### src/sv/xmodem_crc_receiver_assert.svh
// assertion macros shared by the receiver rtl
`ifndef XMODEM_CRC_RECEIVER_ASSERT_SVH
`define XMODEM_CRC_RECEIVER_ASSERT_SVH

// same-cycle implication, sampled on clk, off during rst
`define XCR_ASSERT_IMPL(name, ante, cons, msg) \
  name: assert property (@(posedge clk) disable iff (rst) (ante) |-> (cons)) else $error(msg);

// next-cycle implication, sampled on clk, off during rst
`define XCR_ASSERT_NEXT(name, ante, cons, msg) \
  name: assert property (@(posedge clk) disable iff (rst) (ante) |=> (cons)) else $error(msg);

`endif

### src/sv/xcr_pkg.sv
// constants, types and the crc step for the xmodem crc receiver
`timescale 1ns / 1ps

package xcr_pkg;

  // frame and flash geometry
  localparam int PAYLOAD_BYTES     = 128;
  localparam int ERASE_BLOCK_BYTES = 65536;
  localparam int FLASH_BYTES       = 16777216;

  localparam int ADDR_W       = 24;
  localparam int COUNT_W      = 25;
  localparam int SUM_W        = 26;
  localparam int BLOCK_SHIFT  = $clog2(ERASE_BLOCK_BYTES);
  localparam int BLOCK_IDX_W  = ADDR_W - BLOCK_SHIFT;

  localparam logic [7:0] PAYLOAD_END  = 8'(3 + PAYLOAD_BYTES);
  localparam logic [7:0] CRC_HIGH_POS = 8'(3 + PAYLOAD_BYTES);
  localparam logic [7:0] FRAME_LAST   = 8'(4 + PAYLOAD_BYTES);
  localparam logic [7:0] POS_SEQ      = 8'd1;
  localparam logic [7:0] POS_COMP     = 8'd2;
  localparam logic [7:0] POS_FIRST_PL = 8'd3;

  // protocol bytes
  localparam logic [7:0] SOH_BYTE = 8'h01;
  localparam logic [7:0] EOT_BYTE = 8'h04;

  localparam logic [15:0] CRC_POLY = 16'h1021;

  // event codes on the result channel
  localparam logic [2:0] EV_NONE    = 3'd0;
  localparam logic [2:0] EV_PAYLOAD = 3'd1;
  localparam logic [2:0] EV_ACK     = 3'd2;
  localparam logic [2:0] EV_NAK     = 3'd3;
  localparam logic [2:0] EV_CANCEL  = 3'd4;
  localparam logic [2:0] EV_END     = 3'd5;

  // input action codes
  localparam logic ACT_BYTE  = 1'b0;
  localparam logic ACT_START = 1'b1;

  typedef enum logic [1:0] {
    ST_IDLE,
    ST_ACTIVE,
    ST_ENDED,
    ST_CANCELLED
  } session_status_t;

  // one byte of crc-16 ccitt, msb first, eight shift steps
  function automatic logic [15:0] crc16_byte(input logic [15:0] crc_in,
                                              input logic [7:0]  data);
    logic [15:0] crc;
    crc = crc_in ^ {data, 8'h00};
    for (int i = 0; i < 8; i++) begin
      if (crc[15]) begin
        crc = {crc[14:0], 1'b0} ^ CRC_POLY;
      end else begin
        crc = {crc[14:0], 1'b0};
      end
    end
    return crc;
  endfunction

endpackage

### src/sv/xmodem_crc_receiver.sv
// xmodem crc receiver: frame parser, crc check and flash target tracking
//
// Input channel (in_valid / in_stall) carries one transaction per serial
// byte: action 0 is a received byte, action 1 opens a new session. Each
// transaction yields exactly one result on the output channel
// (out_valid / out_stall): an event code with the payload byte and offset,
// the flash address of the current packet, erase request and block index
// on ack, the accepted byte total and the lowest and highest erase block.
// The configuration register start_address must be written with cfg_write
// and cfg_data only while no transaction is in flight; the block itself
// does not enforce this. A byte lands in the input register, then one pass
// of parser, crc-16 byte update and 26-bit address add loads the result
// register. Throughput is one transaction per cycle while the output does
// not stall, set by that single pass through the crc byte update and adder.
// Reset (rst, synchronous) clears the session to idle and start_address to
// zero; bytes before the first start transaction give an empty event.
// When the receiver stalls, the result register holds; the input register
// fills once more and then in_stall rises until the result is taken.
`timescale 1ns / 1ps
`include "xmodem_crc_receiver_assert.svh"

module xmodem_crc_receiver (
  input  logic        clk,
  input  logic        rst,
  // configuration
  input  logic        cfg_write,
  input  logic [23:0] cfg_data,
  // input channel
  input  logic        in_valid,
  output logic        in_stall,
  input  logic        action,
  input  logic [7:0]  rx_byte,
  // output channel
  output logic        out_valid,
  input  logic        out_stall,
  output logic [2:0]  event_res,
  output logic [7:0]  data_byte,
  output logic [6:0]  payload_offset,
  output logic [23:0] packet_address,
  output logic        erase_request,
  output logic [7:0]  block_number,
  output logic [24:0] total_bytes,
  output logic [7:0]  lowest_block,
  output logic [7:0]  highest_block
);

  // configuration register
  logic [xcr_pkg::ADDR_W-1:0] start_address;

  // input register
  logic       s1_valid;
  logic       s1_action;
  logic [7:0] s1_byte;

  // session state
  xcr_pkg::session_status_t        status, status_next;
  logic [7:0]                      frame_position, frame_position_next;
  logic [7:0]                      expected_sequence, expected_sequence_next;
  logic [7:0]                      received_sequence, received_sequence_next;
  logic [7:0]                      received_complement, received_complement_next;
  logic [15:0]                     running_crc, running_crc_next;
  logic [7:0]                      crc_high_byte, crc_high_byte_next;
  logic [xcr_pkg::COUNT_W-1:0]     accepted_count, accepted_count_next;
  logic                            erased_valid, erased_valid_next;
  logic [xcr_pkg::BLOCK_IDX_W-1:0] last_erased_block, last_erased_block_next;
  logic [7:0]                      min_block, min_block_next;
  logic [7:0]                      max_block, max_block_next;

  // result of the current pass
  logic [2:0]                      ev;
  logic [7:0]                      dbyte;
  logic [6:0]                      offs;
  logic                            erase;
  logic [7:0]                      blk;
  logic [xcr_pkg::SUM_W-1:0]       target;
  logic [xcr_pkg::BLOCK_IDX_W-1:0] full_idx;
  logic [8:0]                      seq_sum;
  logic [15:0]                     crc_rx;
  logic                            frame_bad;
  logic [xcr_pkg::ADDR_W-1:0]      addr_out;

  // handshake
  logic advance;
  logic in_accept;

  assign advance   = s1_valid && !(out_valid && out_stall);
  assign in_stall  = s1_valid && out_valid && out_stall;
  assign in_accept = in_valid && !in_stall;

  // configuration write
  always_ff @(posedge clk) begin
    if (rst) begin
      start_address <= '0;
    end else if (cfg_write) begin
      start_address <= cfg_data;
    end
  end

  // input register
  always_ff @(posedge clk) begin
    if (rst) begin
      s1_valid <= 1'b0;
    end else if (in_accept) begin
      s1_valid <= 1'b1;
    end else if (advance) begin
      s1_valid <= 1'b0;
    end
  end

  always_ff @(posedge clk) begin
    if (in_accept) begin
      s1_action <= action;
      s1_byte   <= rx_byte;
    end
  end

  // frame checks and flash target
  assign target    = {2'b00, start_address} + {1'b0, accepted_count};
  assign full_idx  = target[xcr_pkg::ADDR_W-1:xcr_pkg::BLOCK_SHIFT];
  assign seq_sum   = {1'b0, received_sequence} + {1'b0, received_complement};
  assign crc_rx    = {crc_high_byte, s1_byte};
  assign frame_bad = (seq_sum != 9'h0FF) || (received_sequence != expected_sequence)
                     || (crc_rx != running_crc);

  // parser, one byte per pass
  always_comb begin
    status_next              = status;
    frame_position_next      = frame_position;
    expected_sequence_next   = expected_sequence;
    received_sequence_next   = received_sequence;
    received_complement_next = received_complement;
    running_crc_next         = running_crc;
    crc_high_byte_next       = crc_high_byte;
    accepted_count_next      = accepted_count;
    erased_valid_next        = erased_valid;
    last_erased_block_next   = last_erased_block;
    min_block_next           = min_block;
    max_block_next           = max_block;
    ev    = xcr_pkg::EV_NONE;
    dbyte = 8'h00;
    offs  = 7'd0;
    erase = 1'b0;
    blk   = 8'h00;

    if (s1_action == xcr_pkg::ACT_START) begin
      status_next              = xcr_pkg::ST_ACTIVE;
      frame_position_next      = 8'd0;
      expected_sequence_next   = 8'd1;
      received_sequence_next   = 8'd0;
      received_complement_next = 8'd0;
      running_crc_next         = 16'h0000;
      crc_high_byte_next       = 8'h00;
      accepted_count_next      = '0;
      erased_valid_next        = 1'b0;
      last_erased_block_next   = '0;
      min_block_next           = 8'hFF;
      max_block_next           = 8'h00;
    end else if (status == xcr_pkg::ST_ACTIVE) begin
      if (frame_position == 8'd0) begin
        // start of frame: soh, eot or a bad byte
        if (s1_byte == xcr_pkg::SOH_BYTE) begin
          running_crc_next    = 16'h0000;
          frame_position_next = xcr_pkg::POS_SEQ;
        end else if (s1_byte == xcr_pkg::EOT_BYTE) begin
          ev          = xcr_pkg::EV_END;
          status_next = xcr_pkg::ST_ENDED;
        end else begin
          ev          = xcr_pkg::EV_CANCEL;
          status_next = xcr_pkg::ST_CANCELLED;
        end
      end else if (frame_position == xcr_pkg::POS_SEQ) begin
        received_sequence_next = s1_byte;
        frame_position_next    = xcr_pkg::POS_COMP;
      end else if (frame_position == xcr_pkg::POS_COMP) begin
        received_complement_next = s1_byte;
        frame_position_next      = xcr_pkg::POS_FIRST_PL;
      end else if (frame_position < xcr_pkg::PAYLOAD_END) begin
        // payload byte, reported before the frame is checked
        ev                  = xcr_pkg::EV_PAYLOAD;
        dbyte               = s1_byte;
        offs                = 7'(frame_position - xcr_pkg::POS_FIRST_PL);
        running_crc_next    = xcr_pkg::crc16_byte(running_crc, s1_byte);
        frame_position_next = frame_position + 8'd1;
      end else if (frame_position == xcr_pkg::CRC_HIGH_POS) begin
        crc_high_byte_next  = s1_byte;
        frame_position_next = xcr_pkg::FRAME_LAST;
      end else begin
        // last frame byte: verdict
        frame_position_next = 8'd0;
        if (frame_bad) begin
          ev = xcr_pkg::EV_NAK;
        end else if (target >= xcr_pkg::SUM_W'(xcr_pkg::FLASH_BYTES)) begin
          ev          = xcr_pkg::EV_CANCEL;
          status_next = xcr_pkg::ST_CANCELLED;
        end else begin
          ev                     = xcr_pkg::EV_ACK;
          blk                    = 8'(full_idx);
          accepted_count_next    = accepted_count
                                   + xcr_pkg::COUNT_W'(xcr_pkg::PAYLOAD_BYTES);
          expected_sequence_next = expected_sequence + 8'd1;
          if (!erased_valid || (full_idx != last_erased_block)) begin
            erase                  = 1'b1;
            erased_valid_next      = 1'b1;
            last_erased_block_next = full_idx;
            if (8'(full_idx) < min_block) begin
              min_block_next = 8'(full_idx);
            end
            if (8'(full_idx) > max_block) begin
              max_block_next = 8'(full_idx);
            end
          end
        end
      end
    end
  end

  // packet address: the checked target on ack, else the running address
  assign addr_out = (ev == xcr_pkg::EV_ACK) ? target[xcr_pkg::ADDR_W-1:0]
                    : start_address + accepted_count_next[xcr_pkg::ADDR_W-1:0];

  // session state registers
  always_ff @(posedge clk) begin
    if (rst) begin
      status              <= xcr_pkg::ST_IDLE;
      frame_position      <= 8'd0;
      expected_sequence   <= 8'd1;
      received_sequence   <= 8'd0;
      received_complement <= 8'd0;
      running_crc         <= 16'h0000;
      crc_high_byte       <= 8'h00;
      accepted_count      <= '0;
      erased_valid        <= 1'b0;
      last_erased_block   <= '0;
      min_block           <= 8'hFF;
      max_block           <= 8'h00;
    end else if (advance) begin
      status              <= status_next;
      frame_position      <= frame_position_next;
      expected_sequence   <= expected_sequence_next;
      received_sequence   <= received_sequence_next;
      received_complement <= received_complement_next;
      running_crc         <= running_crc_next;
      crc_high_byte       <= crc_high_byte_next;
      accepted_count      <= accepted_count_next;
      erased_valid        <= erased_valid_next;
      last_erased_block   <= last_erased_block_next;
      min_block           <= min_block_next;
      max_block           <= max_block_next;
    end
  end

  // result register valid
  always_ff @(posedge clk) begin
    if (rst) begin
      out_valid <= 1'b0;
    end else if (advance) begin
      out_valid <= 1'b1;
    end else if (!out_stall) begin
      out_valid <= 1'b0;
    end
  end

  // result register payload
  always_ff @(posedge clk) begin
    if (advance) begin
      event_res      <= ev;
      data_byte      <= dbyte;
      payload_offset <= offs;
      packet_address <= addr_out;
      erase_request  <= erase;
      block_number   <= blk;
      total_bytes    <= accepted_count_next;
      lowest_block   <= min_block_next;
      highest_block  <= max_block_next;
    end
  end

  // checks
  `XCR_ASSERT_IMPL(a_total_whole_frames, out_valid,
    total_bytes[6:0] == 7'd0, "total byte count not a whole number of frames")
  `XCR_ASSERT_IMPL(a_payload_fields_clear, out_valid && (event_res != xcr_pkg::EV_PAYLOAD),
    (data_byte == 8'h00) && (payload_offset == 7'd0), "payload fields set off a payload event")
  `XCR_ASSERT_IMPL(a_erase_only_on_ack, out_valid && erase_request,
    event_res == xcr_pkg::EV_ACK, "erase request outside an ack")
  `XCR_ASSERT_IMPL(a_position_in_frame, 1'b1,
    frame_position <= xcr_pkg::FRAME_LAST, "frame position beyond the last frame byte")
  `XCR_ASSERT_NEXT(a_eot_ends_session,
    advance && (s1_action == xcr_pkg::ACT_BYTE) && (status == xcr_pkg::ST_ACTIVE)
      && (frame_position == 8'd0) && (s1_byte == xcr_pkg::EOT_BYTE),
    (status == xcr_pkg::ST_ENDED) && out_valid && (event_res == xcr_pkg::EV_END),
    "eot at frame start did not end the session")

endmodule
### config.mk
export PLATFORM = sky130hd
export DESIGN_NAME = xmodem_crc_receiver
export DESIGN_NICKNAME = d
export VERILOG_FILES = /design/src/sv/xcr_pkg.sv /design/src/sv/xmodem_crc_receiver.sv
export VERILOG_INCLUDE_DIRS = /design/src /design/src/sv
export SDC_FILE = /design/constraint.sdc
export NUM_CORES = 1
export LEC_CHECK = 0
export ABC_AREA = 1
export ABC_CLOCK_PERIOD_IN_PS = 4650
export BUFFER_PORTS_ARGS = -buffer_cell sky130_fd_sc_hd__buf_2
export CORE_UTILIZATION = 55
export DETAILED_ROUTE_END_ITERATION = 8
export HOLD_SLACK_MARGIN = 0.02
export PLACE_DENSITY = 0.75
export SLEW_MARGIN = 20
export SYNTH_ARGS = -nofsm -noshare
export SYNTH_HDL_FRONTEND = slang
export SYNTH_SLANG_ARGS = --single-unit
### constraint.sdc
create_clock -name clk -period 4.65 [get_ports clk]
set_input_delay 0.465 -clock clk [delete_from_list [all_inputs] [get_ports clk]]
set_output_delay 0.465 -clock clk [all_outputs]
set_load 0.01 [all_outputs]
---- Word level (Yosys, flattened, before mapping) ----
Cells that the tools add are included.
cells by class
  order comparisons ....................... 4
  bitwise operators ....................... 11
  mux-type cells .......................... 169
  reduce and logical (&&, ||, !) cells .... 30
  eq/ne operators ......................... 26
  add/sub/neg operators ................... 7
operator list
  operator                                                                                number
  16-bit two-way mux                                                                      49
  8-bit two-way mux                                                                       65
  25-bit two-way mux                                                                      9
  13-bit two-way mux                                                                      8
  3-bit two-way mux                                                                       10
  24-bit by 25-bit adder with 26-bit output                                               1
  26-bit by 25-bit greater-or-equal comparator with 1-bit output (second input constant)  1
  25-bit by 8-bit adder with 25-bit output (second input constant)                        1
  24-bit adder                                                                            1
  24-bit two-way mux                                                                      1
  3-bit NOT                                                                               8
  2-bit two-way mux                                                                       10
  9-bit AND reduction                                                                     2
  1-bit two-way mux                                                                       17
  8-bit by 1-bit adder with 8-bit output (second input constant)                          2
  8-bit by 1-bit == test with 1-bit output (second input constant)                        2
  16-bit != test                                                                          1
  8-bit != test                                                                           2
  16-bit bitwise XOR                                                                      1
  3-bit != test (second input constant)                                                   5
  2-bit != test (second input constant)                                                   7
  2-bit nonzero test                                                                      6
  10-bit AND reduction                                                                    1
  8-bit by 8-bit adder with 9-bit output                                                  1
  other kinds (25)                                                                        36
word-level totals
  register bits ........................... 235
  output and inout port bits .............. 94
  bits of input ports ..................... 38

---- Longest topological paths before layout ----
Gate-level depths: netlist of the first run.
  word-level depth ........................ 65
  gate-level depth with buffers ........... 33

---- Worst setup path before layout of the first run ----
Ideal clock, no wire load.
  path kind ............................... flip-flop to flip-flop
  from .................................... reg start_address[0] in the netlist's numbering
  to ...................................... reg packet_address[17] (data pin)
  library setup time ...................... 0.256 ns
  cell stages (with the launch flop) ...... 32
  path buffers ............................ 0
  period minus slack after synthesis ...... 4.210 ns
  slack ................................... 0.440 ns
  required time ........................... 4.394 ns
  data arrival time ....................... 3.954 ns
  cell sequence ........................... dfxtp_1 ha_1 inv_1 fa_1 inv_1 nand3_1 nand2_2 nand2_1 nand2_2 nand2_2 nand2_2 nand3_1 nand2_2 xor2_2 nand2_4 inv_6 nand2_4 inv_2 nand2_1 nand2_1 o21bai_1 inv_1 ha_1 nand2_1 o21ai_0 inv_1 o21ai_0 a21oi_1 o31ai_1 xor2_1 nand2_1 o21ai_1
on the way
  cells in the longest elaborated chain, start to end .. 13
RTL lines
  item                                                            line                        source
  start: declaration                                              xmodem_crc_receiver.sv:48   logic [xcr_pkg::ADDR_W-1:0] start_address;
  start signal: assignment                                        xmodem_crc_receiver.sv:95   start_address <= cfg_data;
  24-bit by 25-bit adder with 26-bit output                       xmodem_crc_receiver.sv:118  assign target = {2'b00, start_address} + {1'b0, accepted_count};
  26-bit by 25-bit greater-or-equal comparator with 1-bit output  xmodem_crc_receiver.sv:192  end else if (target >= xcr_pkg::SUM_W'(xcr_pkg::FLASH_BYTES)) begin
  25-bit two-way mux                                              xmodem_crc_receiver.sv:192
  25-bit two-way mux                                              xmodem_crc_receiver.sv:190  if (frame_bad) begin
  25-bit two-way mux                                              xmodem_crc_receiver.sv:184  end else if (frame_position == xcr_pkg::CRC_HIGH_POS) begin
  25-bit two-way mux                                              xmodem_crc_receiver.sv:177  end else if (frame_position < xcr_pkg::PAYLOAD_END) begin
  25-bit two-way mux                                              xmodem_crc_receiver.sv:174  end else if (frame_position == xcr_pkg::POS_COMP) begin
  25-bit two-way mux                                              xmodem_crc_receiver.sv:171  end else if (frame_position == xcr_pkg::POS_SEQ) begin
  25-bit two-way mux                                              xmodem_crc_receiver.sv:159  if (frame_position == 8'd0) begin
  25-bit two-way mux                                              xmodem_crc_receiver.sv:158  end else if (status == xcr_pkg::ST_ACTIVE) begin
  25-bit two-way mux                                              xmodem_crc_receiver.sv:145  if (s1_action == xcr_pkg::ACT_START) begin
  via accepted_count_next (one bit)                               xmodem_crc_receiver.sv:63   logic [xcr_pkg::COUNT_W-1:0] accepted_count, accepted_count_next;
  24-bit adder                                                    xmodem_crc_receiver.sv:219  : start_address + accepted_count_next[xcr_pkg::ADDR_W-1:0];
  24-bit two-way mux                                              xmodem_crc_receiver.sv:218  assign addr_out = (ev == xcr_pkg::EV_ACK) ? target[xcr_pkg::ADDR_W-1:0]
  via addr_out (one bit)                                          xmodem_crc_receiver.sv:80   logic [xcr_pkg::ADDR_W-1:0] addr_out;
  end signal: assignment                                          xmodem_crc_receiver.sv:269  packet_address <= addr_out;
  end: declaration                                                xmodem_crc_receiver.sv:39   output logic [23:0] packet_address,
The timed path passes the listed nets, and every way through them passes these cells.
A chain may end at the register's enable or synchronous reset.

---- Final worst setup path of the first run ----
  from .................................... reg start_address[0] in the netlist's numbering
  to ...................................... reg packet_address[16] (data pin)
Same word-level chain as after synthesis.

==> results of run 1 <==
==> synth_stat cells, types with 10 or more instances <==
cell,count
nor2_1,188
xor2_1,28
ha_1,76
nand4_1,40
inv_1,262
nand3_1,97
clkbuf_1,33
a21oi_1,156
nand2_1,381
nor3_1,22
edfxtp_1,101
dfxtp_1,134
a211oi_1,10
o21bai_1,13
o21ai_0,124
or2_2,12
nor4_1,11
xnor2_1,36
nand2_2,12
==> cells in the final DEF (no fill, tap or decap), types with 5 or more instances in the layout <==
cell         n
a211oi_1    10
o21bai_1    12
a31oi_1      6
nand3_1     95
or2_2       12
a21oi_1    148
nor2_4       9
inv_1      257
ha_4        10
nand2_1    377
nor3_1      21
nand2_2     16
clkinv_2     5
nor2_1     185
nor4_1       9
o21ai_1     13
edfxtp_1   101
xnor2_1     36
xor2_1      28
dfxtp_1    132
nor2_2       9
ha_1        65
buf_4       55
buf_2      131
inv_2       14
nand4_1     40
a21oi_2     10
o21ai_0    119
nand3b_1     8
clkbuf_16   27
o31ai_1      5
==> final timing paths <==
kind | from | to | cells after the start
worst min register to register | status[1] | status[1] | 2
worst min-delay path | rx_byte[7] | s1_byte[7] | 1
worst max register to register | start_address[0] | packet_address[16] | 30
worst max-delay path | start_address[0] | packet_address[16] | 30
==> kinds of logic (layout without fill, tap and decap cells) <==
group,after synthesis,in the layout,synth area share [%]
simple gates,802,802,25.3
compound gates,351,351,14.0
buf+inv,318,508,8.68
flops,235,235,40.7
fa+ha+maj,79,79,7.20
xor+xnor,65,65,4.11
mux,1,1,0.0713
==> cell type report <==
cell class              count  area [um^2]  share of cell area [%]
flip-flops and latches    235         5720                    34.7
repair buffers            187         1080                    6.55
well taps                 330          413                    2.50
inverters                 274         1030                    6.27
clock buffers              34          726                    4.40
multi-input cells        1298         7390                    44.8
clock inverters            13          140                   0.850
==> state kept, by name (all words and copies together), names as in the netlist, 16 cells and up <==
register	count
packet_address	24
accepted_count	25
running_crc	16
start_address	24
total_bytes	25
==> power groups by stage <==
stage / logic [W] / clock network, W / registers (W)
6_report: 0.000801 / 0.00209 / 0.00232
5_1_grt: 0.000885 / 0.00219 / 0.00233
4_1_cts: 0.000770 / 0.00212 / 0.00231
3_5_place_dp: 0.000760 / 0 / 0.00236
3_3_place_gp: 0.000747 / 0 / 0.00235
2_1_floorplan: 0.000497 / 0 / 0.00236
==> metal layers <==
metal / GRT usage (%) / part of all wire [%] / routed length, um / up-vias
li1: - / - / - / 6476
met1: 40.7 / 43 / 17900 / 6093
met2: 56.7 / 48 / 20400 / 465
met3: 2.94 / 5.4 / 2250 / 83
met4: 10.6 / 3.5 / 1460 / 0
met5: 0 / 0 / 0 / -
==> repair_timing <==
item,CTS,global route
gates resized for setup,9,50
hold endpoints to repair,0,0
gates cloned,0,0
setup endpoints to repair,5,13
pin swaps,1,7
setup buffers,1,5
==> stage by stage <==
stage	TNS [ns]	instance area [um^2]	setup WS (ns)	utilization, %
4_1_cts	0	16200	0.0206	64.6
2_1_floorplan	0	14000	0.440	-
3_3_place_gp	0	15300	0.0968	61.0
5_1_grt	-0.226	16500	-0.0778	65.7
6_report	0	16500	0.203	65.7
3_5_place_dp	-0.236	15300	-0.0966	61.0
==> worst reg2reg max path, delay by kind of cell, from the launching register on <==
family / cells / cell delay (ns)
buffers and inverters: 7 / 0.67
and+or+nand+nor: 13 / 1.17
AOI/OAI and AO/OA: 5 / 0.84
adders and majority gates: 3 / 0.83
xor gates and xnor gates: 2 / 0.34
DFF: 1 / 0.35
==> run_results.csv, run 1 <==
group,metric,value,unit
synthesis,synth_cells,1851,
floorplanning,ios,132,
layout,area_growth,17.4,%
synthesis,synth_seq_area_share,40.7,%
synthesis,synth-edff-count,101,
placement,dpl.hpwl,31600,um
synthesis,ys_ff_latch,235,
floorplanning,die_width,162,um
timing,max_slew.worst_pin.slew,0.873,ns
timing,finalCriticalPeriod,4.45,ns
timing,hold_viol_final,0,
clock_tree,htreeDepth,1,
timing,slew_headroom,41.5,%
detailed_routing,drt.antenna.violating_nets,0,
floorplanning,die_h,162,um
global_routing,grt_pass1_vias,12500,
run,max_cap_violations,0,
placement,placedCellCount,2318,
timing,max_freq,225,MHz
synthesis,ys_async_sr_fraction,0,%
global_routing,antenna_found_initial,0,
pwr,p_clk_share,40.2,%
pwr,total_leakage_power,7.61,nW
floorplanning,num_rows,58,
setup_path,max_stage_delay,0.35,ns
floorplanning,start_util,55.9,%
synthesis,ys_warn_count,0,
clock_tree,root_buffer,"clkbuf_16",
synthesis,syn_avg_cell_area,7.59,um^2
clock_tree,cts_made_buffers,26,
pwr,power.density,316,nW/um^2
layout,layout.cells.non_filler,2371,
setup_path,critPathBufInv,7,
synthesis,ys_top_cells_by_area,"edfxtp_1, dfxtp_1, nand2_1",
clock_tree,clkLatencyLatePin,0.55,ns
clock_tree,cts.sinks,235,
timing,setup_viol_count_final,0,
global_routing,grt_max_degree,71,
layout,fill_cells,2195,
worst_hold_path,hp-class,"input port to flop",
synthesis,syn-cell-area,14000,um^2
pwr,switching_share,28.2,%
detailed_routing,drt-initial-drc-count,1112,
floorplanning,die-area,26200,um^2
pwr,p_comb_share,15.4,%
timing,fin_crit_sh,95.6,%
synthesis,synth_cell_type_count,59,
floorplanning,coreArea,25100,um^2
layout,diodes,0,
setup_path,worstPathArrival,4.72,ns
synthesis,synth_top_cell_by_area,"edfxtp_1",
pwr,power_frac_seq,44.5,%
setup_path,slowest_stage,"dfxtp_2",
pwr,vdd_drop_max,268,uV
status,status,"complete, no violations",
synthesis,netlist.area_leader.share,21.6,%
setup_path,rrSetupSlack,0.20,ns
setup_path,critPathLaunchType,"flop",
layout,drive_above_1_share,17.0,%
setup_path,cp-end-kind,"flop",
global_routing,grt_usage,31.9,%
timing,finClkSkew,0.0249,ns
detailed_routing,via_per_inst,5.53,
detailed_routing,wl,42000,um
setup_path,crit_fanout,5,
clock_tree,clockBufferDepth,3,
detailed_routing,wl_per_cell,17.7,um
global_routing,grt-ovfl-total,0,
clock_tree,path_clk_slew,0.06,ns
clock_tree,holdBufCountCts,0,
setup_path,crit_required,4.92,ns
detailed_routing,first_pass_iters,7,
clock_tree,cts_tree,"built",
placement,portBuffers,131,
layout,nets,2139,
synthesis,synth-main-ff-cell,"dfxtp_1",
placement,place_congestion,0.991,
detailed_routing,route.detailed.drc,0,
setup_path,crit_path_frequent_cell,"nand2_2",
global_routing,grt_pass1_wl,65800,um
setup_path,critical_path_class,"flop to flop",
pwr,intPower,0.00374,W
synthesis,syn-num-nets,1968,
timing,slew_violations,0,
timing,holdWs,0.0858,ns
pwr,power,0.00521,W
pwr,switchingPower,0.00147,W
detailed_routing,routed-via-count,13100,
setup_path,cp_top_family,"simple AND/OR/NAND/NOR gates",
Note: power is estimated with default switching activity, not from simulation.
==> run 2, diff against run 1 <==
- CTS_BUF_LIST: not set -> sky130_fd_sc_hd__clkbuf_2 sky130_fd_sc_hd__clkbuf_4 sky130_fd_sc_hd__clkbuf_8
==> run 2 against run 1 <==
Compared with the run above:
- design area about the same
- highest routed layer unchanged
- final cell count up 1.1%
- largest cell class unchanged
- global-route usage shrank 0.18 points
- utilization is 0.055 points lower
- worst hold slack lost 0.015 ns
- clock power down 5%
==> run_results.csv, run 2 (same netlist as run 1, synthesis figures left out) <==
group,metric,value,unit
global_routing,grt_pass1_wl,65100,um
placement,place_area,15300,um^2
pwr,power,0.00509,W
clock_tree,htreeDepth,2,
layout,utilization,65.6,%
setup_path,critPathLaunchType,"flop",
placement,dp_slack,-0.0966,ns
clock_tree,path_clk_slew,0.06,ns
status,status,"complete, no violations",
timing,hold_viol_final,0,
layout,final_common_cell,"nand2_1",
setup_path,reg2reg_from,"accepted_count[0]",
timing,finalCriticalPeriod,4.43,ns
detailed_routing,wl,41500,um
clock_tree,cts_made_buffers,42,
detailed_routing,routed-via-count,13100,
layout,diodes,0,
global_routing,grt_use_met3,3.93,%
layout,drive_above_1_share,18.1,%
worst_hold_path,min_from,"rx_byte[5]",
detailed_routing,first_pass_iters,6,
timing,finClkSkew,0.0328,ns
layout,nets,2155,
timing,holdWs,0.0706,ns
detailed_routing,drt.antenna.violating_nets,0,
global_routing,grt-ovfl-total,0,
placement,portBuffers,131,
clock_tree,clkLatencyLatePin,0.57,ns
setup_path,worstPathArrival,4.82,ns
timing,slew_violations,0,
clock_tree,clockBufferDepth,3,
clock_tree,cts_tree,"built",
clock_tree,cts.sinks,235,
worst_hold_path,min_path_cells,1,
global_routing,grt_use_met2,55.3,%
setup_path,startpoint,"accepted_count[0]",
layout,fill_cells,2209,
setup_path,cp-end-kind,"flop",
timing,max_freq,226,MHz
timing,setup_viol_count_final,0,
setup_path,crit_required,5.04,ns
global_routing,busiest_layer,"met2",
setup_path,max_stage_delay,0.35,ns
run,max_cap_violations,0,
floorplanning,die_h,162,um
setup_path,crit_fanout,5,
pwr,total_leakage_power,7.64,nW
layout,area_growth,17.3,%
global_routing,antenna_found_initial,0,
timing,setup_ws,0.219,ns
timing,slew_headroom,42.1,%
global_routing,grt_pass1_vias,12500,
floorplanning,start_util,55.9,%
placement,dpl.hpwl,31600,um
worst_hold_path,hp-class,"input port to flop",
detailed_routing,wl_per_cell,17.3,um
floorplanning,die-area,26200,um^2
timing,max_slew.worst_pin.slew,0.863,ns
floorplanning,coreArea,25100,um^2
pwr,power.density,309,nW/um^2
floorplanning,ios,132,
global_routing,use_met1,40.3,%
placement,place_congestion,0.991,
floorplanning,num_rows,58,
global_routing,grt_max_degree,71,
timing,fin_crit_sh,95.3,%
pwr,vdd_drop_max,203,uV
global_routing,grt_usage,31.8,%
setup_path,worst_r2r_endpoint,"packet_address[22]",
layout,reg.largest.list,"accepted_count: 25 flops, total_bytes: 25 flops",
floorplanning,die_width,162,um
layout,design_area,16500,um^2
clock_tree,root_buffer,"clkbuf_8",
worst_hold_path,hold_end,"s1_byte[5]",
layout,final_cell_mix,"nand2_1, inv_1, nor2_1, a21oi_1, dfxtp_1",
setup_path,r2r_cells,31,
detailed_routing,via_per_inst,5.48,
detailed_routing,route.detailed.drc,0,
setup_path,rrSetupSlack,0.22,ns
setup_path,critical_path_class,"flop to flop",
detailed_routing,drt-initial-drc-count,1083,
setup_path,slowest_stage,"fa_2",
[run 2: cell types whose count changed in the layout (fill, tap and decap cells not counted), sizes merged]
| cell | change |
|---|---|
| clkbuf | +28 |
| clkinv | +2 |
| clkinvlp | -2 |
| bufinv | -1 |
[run 2: area by class of cell]
cell class              instances  area, um^2  share of cell area, %
multi-input cells            1298        7390                   44.8
inverters                     274        1030                   6.27
repair buffers                187        1080                   6.53
well taps                     330         413                   2.51
flip-flops and latches        235        5720                   34.7
clock buffers                  62         766                   4.65
clock inverters                12        85.1                  0.516
[run 2: worst max-delay path, delay by kind of cell (launching register included)]
kind | cells | cell delay [ns]
buf+inv | 7 | 0.63
flops | 1 | 0.34
compound gates | 1 | 0.10
fa+ha+maj | 3 | 0.82
simple gates | 18 | 1.98
xor+xnor | 2 | 0.34
[run 2: per-layer routing]
layer	part of all wire, %	vias up
met4	3.3	0
met5	0	-
met2	48	445
met1	43	6097
li1	-	6504
met3	5.2	89
[run 2: where the power goes]
| part | switching (W) | internal (W) | total [W] |
|---|---|---|---|
| sequential | 0.0000665 | 0.00225 | 0.00232 |
| clock | 0.000869 | 0.00111 | 0.00198 |
| combinational | 0.000518 | 0.000279 | 0.000797 |
| total | 0.00145 | 0.00364 | 0.00509 |
[run 2: through the flow]
| step | cells | TNS (ns) |
|---|---|---|
| 3_5_place_dp | 2318 | -0.236 |
| 6_report | 2398 | 0 |
| 2_1_floorplan | 1851 | 0 |
| 5_1_grt | 2398 | -0.0996 |
| 4_1_cts | 2393 | 0 |
| 3_3_place_gp | 2318 | 0 |
[run 2: how the worst max path moves through the flow]
| stage | slack, ns | cells past startpoint | end |
|---|---|---|---|
| global route | -0.07 | 31 | packet_address[22] |
| detailed placement | -0.1 | 30 | packet_address[23] |
| CTS | 0.01 | 32 | packet_address[20] |
| global placement | 0.1 | 27 | packet_address[20] |
| finish | 0.22 | 31 | packet_address[22] |
| floorplan | 0.44 | 31 | packet_address[17] |
[run 2: timing repair]
action / in CTS / in global routing
endpoints found under the setup margin: 5 / 12
setup buffers: 1 / 5
resized for setup: 9 / 50
hold buffers: 0 / 0
pin swaps: 1 / 11
==> run 3, diff against run 2 <==
- ABC_AREA: 1 -> not set
- MAX_ROUTING_LAYER: not set -> met4
==> run 3 against run 2 <==
Compared with the run above:
- non-clock buffer count rose by 230
- first-iteration DRC count shrank 9.0%
- synthesized area decreased by 2.7%
- worst setup slack got worse by 1.1 ns
- critical path depth fell by 7
- utilization up 7.3 points
- global-route usage shrank 0.40 points
- sequential power decreased by 4%
- the run now ends with setup timing left
==> run_results.csv, run 3 <==
group,metric,value,unit
synthesis,synth_cell_type_count,76,
timing,holdWs,0.100,ns
global_routing,grt_pass1_vias,12400,
global_routing,grt_pass1_wl,62200,um
synthesis,synth_seq_area_share,41.8,%
placement,portBuffers,131,
synthesis,ys_ff_latch,235,
status,failed_checks,"setup timing",
timing,grt_setup_unrepaired,"yes",
clock_tree,clkLatencyLatePin,0.55,ns
placement,place_congestion,0.951,
floorplanning,die_h,160,um
setup_path,critical_path_class,"flop to flop",
worst_hold_path,hp-class,"input port to flop",
synthesis,synth-main-ff-cell,"dfxtp_1",
floorplanning,die-area,25500,um^2
clock_tree,clockBufferDepth,3,
layout,area_growth,29.9,%
worst_hold_path,min_from,"rx_byte[7]",
layout,final_cell_mix,"buf_4, nor2_1, dfxtp_1, buf_2, edfxtp_1",
setup_path,crit_path_frequent_cell,"a21o_1",
setup_path,crit_fanout,7,
synthesis,netlist.area_leader.share,22.2,%
layout,drive_above_1_share,29.7,%
synthesis,synth_cells,1453,
synthesis,ys_top_cells_by_area,"edfxtp_1, dfxtp_1, ha_1",
synthesis,synth_top_cell_by_area,"edfxtp_1",
synthesis,synth_commonest_cells,"nor2_1, dfxtp_1, a21oi_1, edfxtp_1, nand2_1",
setup_path,crit_required,4.96,ns
pwr,power,0.00474,W
global_routing,grt_max_degree,75,
detailed_routing,first_pass_iters,5,
pwr,total_leakage_power,7.82,nW
layout,multi_input_area,7690,um^2
setup_path,reg2reg_from,"start_address[5]",
synthesis,syn-cell-area,13700,um^2
timing,max_slew.worst_pin.slew,1.11,ns
setup_path,rrSetupSlack,-0.88,ns
floorplanning,start_util,56.2,%
detailed_routing,wl_per_cell,18.0,um
clock_tree,root_buffer,"clkbuf_8",
synthesis,syn_avg_cell_area,9.41,um^2
timing,setup_viol_count_final,13,
global_routing,grt_usage,31.4,%
clock_tree,path_clk_slew,0.06,ns
clock_tree,cts_tree,"built",
timing,setup_ws,-0.883,ns
floorplanning,num_rows,57,
timing,fin_crit_sh,119,%
pwr,power.density,267,nW/um^2
setup_path,worstPathArrival,5.84,ns
setup_path,cp_top_family,"compound AO/OA/AOI/OAI gates",
setup_path,cp-end-kind,"flop",
setup_path,critPathBufInv,3,
detailed_routing,wl,39500,um
global_routing,antenna_found_initial,3,
detailed_routing,route.detailed.drc,0,
setup_path,max_stage_delay,0.35,ns
detailed_routing,drt-initial-drc-count,986,
placement,dpl.hpwl,28600,um
setup_path,slowest_stage,"ha_1",
timing,hold_viol_final,0,
timing,finClkSkew,0.0246,ns
synthesis,ys_warn_count,0,
status,status,"finished with violations",
synthesis,syn-num-nets,1570,
layout,nets,1953,
timing,finalCriticalPeriod,5.53,ns
timing,slew_headroom,25.5,%
layout,seq_area,5720,um^2
detailed_routing,routed-via-count,12700,
synthesis,synth-edff-count,101,
layout,reg.largest.list,"accepted_count: 25 flops, total_bytes: 25 flops",
setup_path,critPathLaunchType,"flop",
clock_tree,htreeDepth,2,
worst_hold_path,hold_end,"s1_byte[7]",
setup_path,crit_chain,"ha_1, a21o_1, o31a_1, o31a_1, o311a_1, mux2_4, nor3_4, buf_12, buf_4, nand3_2, xor2_1, nor2_1, ha_1, and3_4, a221o_1, a21o_1, a31oi_4, o21bai_2, a2111oi_2, buf_4, o31ai_1, a31oi_1, xnor2_1, a21o_1",
setup_path,r2r_cells,24,
synthesis,synth_most_common_cell,"nor2_1",
timing,max_freq,181,MHz
worst_hold_path,min_path_cells,1,
layout,final_common_cell,"buf_4",
floorplanning,die_width,160,um
layout,fill_cells,1791,
global_routing,grt-ovfl-total,0,
detailed_routing,via_per_inst,5.77,
timing,slew_violations,0,
clock_tree,cts_made_buffers,40,
clock_tree,cts.sinks,235,
placement,dp_slack,-0.881,ns
synthesis,ys_async_sr_fraction,0,%
floorplanning,coreArea,24300,um^2
floorplanning,ios,132,
setup_path,worst_r2r_endpoint,"packet_address[22]",
run,max_cap_violations,0,
pwr,vdd_drop_max,213,uV
detailed_routing,drt.antenna.violating_nets,0,
run 3: cell count changes after synthesis, moves of 50 or more:
cell	change
o21ai_0	-73
nand2_1	-299
mux2i_1	+59
inv_1	-212
a21oi_1	-51
nand3_1	-50
run 3: worst reg2reg max path, stage by stage (launching register included):
cell	delay [ns]
dfxtp_1	0.32
ha_1	0.35
a21o_1	0.24
o31a_1	0.32
o31a_1	0.27
o311a_1	0.33
mux2_4	0.33
nor3_4	0.17
buf_12	0.15
buf_4	0.11
nand3_2	0.08
xor2_1	0.16
nor2_1	0.15
ha_1	0.28
and3_4	0.19
a221o_1	0.31
a21o_1	0.20
a31oi_4	0.19
o21bai_2	0.11
a2111oi_2	0.30
buf_4	0.18
o31ai_1	0.07
a31oi_1	0.19
xnor2_1	0.11
a21o_1	0.18
run 3: kinds of logic (layout without fill, tap and decap cells):
kind of cell | after synthesis | count (layout) | synth area share, %
other cells | 0 | 3 | 0
mux | 65 | 65 | 4.83
fa+ha+maj | 79 | 79 | 7.40
compound gates | 326 | 326 | 15.7
flops | 235 | 235 | 41.8
buf+inv | 126 | 541 | 3.66
simple gates | 494 | 494 | 18.0
xor+xnor | 128 | 128 | 8.55
run 3: stage by stage:
step	util [%]	cells	instance area [um^2]	setup TNS, ns
5_1_grt	73.0	2195	17700	-12.11
2_1_floorplan	-	1453	13800	-1.67
6_report	73.0	2195	17700	-7.07
3_3_place_gp	68.1	2101	16600	-4.20
4_1_cts	72.4	2185	17600	-4.95
3_5_place_dp	68.1	2101	16600	-5.27
run 3: worst max path at each step:
stage	from	slack, ns	endpoint	depth (start not counted)
after floorplan	accepted_count[0]	-0.56	packet_address[22]	25
after detailed placement	accepted_count[0]	-0.88	packet_address[22]	26
after global placement	accepted_count[0]	-0.73	packet_address[22]	26
after CTS	accepted_count[0]	-0.82	packet_address[22]	26
final	start_address[5]	-0.88	packet_address[22]	24
after global routing	accepted_count[0]	-1.14	packet_address[22]	27
run 3: timing repair:
action / 4_1_cts / 5_1_grt
pin swaps: 28 / 13
gates resized for setup: 28 / 18
hold buffers: 0 / 0
endpoints found under the setup margin: 11 / 30
buffers inserted: 12 / 7
run 3: per-layer routing:
layer | part of all wire (%) | GRT usage [%]
met2 | 48 | 51.0
met3 | 6.7 | 5.30
met4 | 3.4 | 12.8
met1 | 42 | 38.7
met5 | 0 | -
run 3: cell type report:
type                       count  area share, %
sequential                   235           32.2
clock buffer                  63           4.25
multi-input combinational   1092           43.3
timing repair buffer         417           16.2
clock inverter                11          0.599
tap                          324           2.28
antenna                        3         0.0423
inverter                      50           1.07
run 3: report_power, final:
part / total, W / leakage (nW) / internal [W] / switching [W]
logic: 0.000497 / 5.36 / 0.000203 / 0.000294
registers: 0.00223 / 2.01 / 0.00221 / 0.0000243
clock network: 0.00201 / 0.455 / 0.00114 / 0.000862
total: 0.00474 / 7.82 / 0.00356 / 0.00118
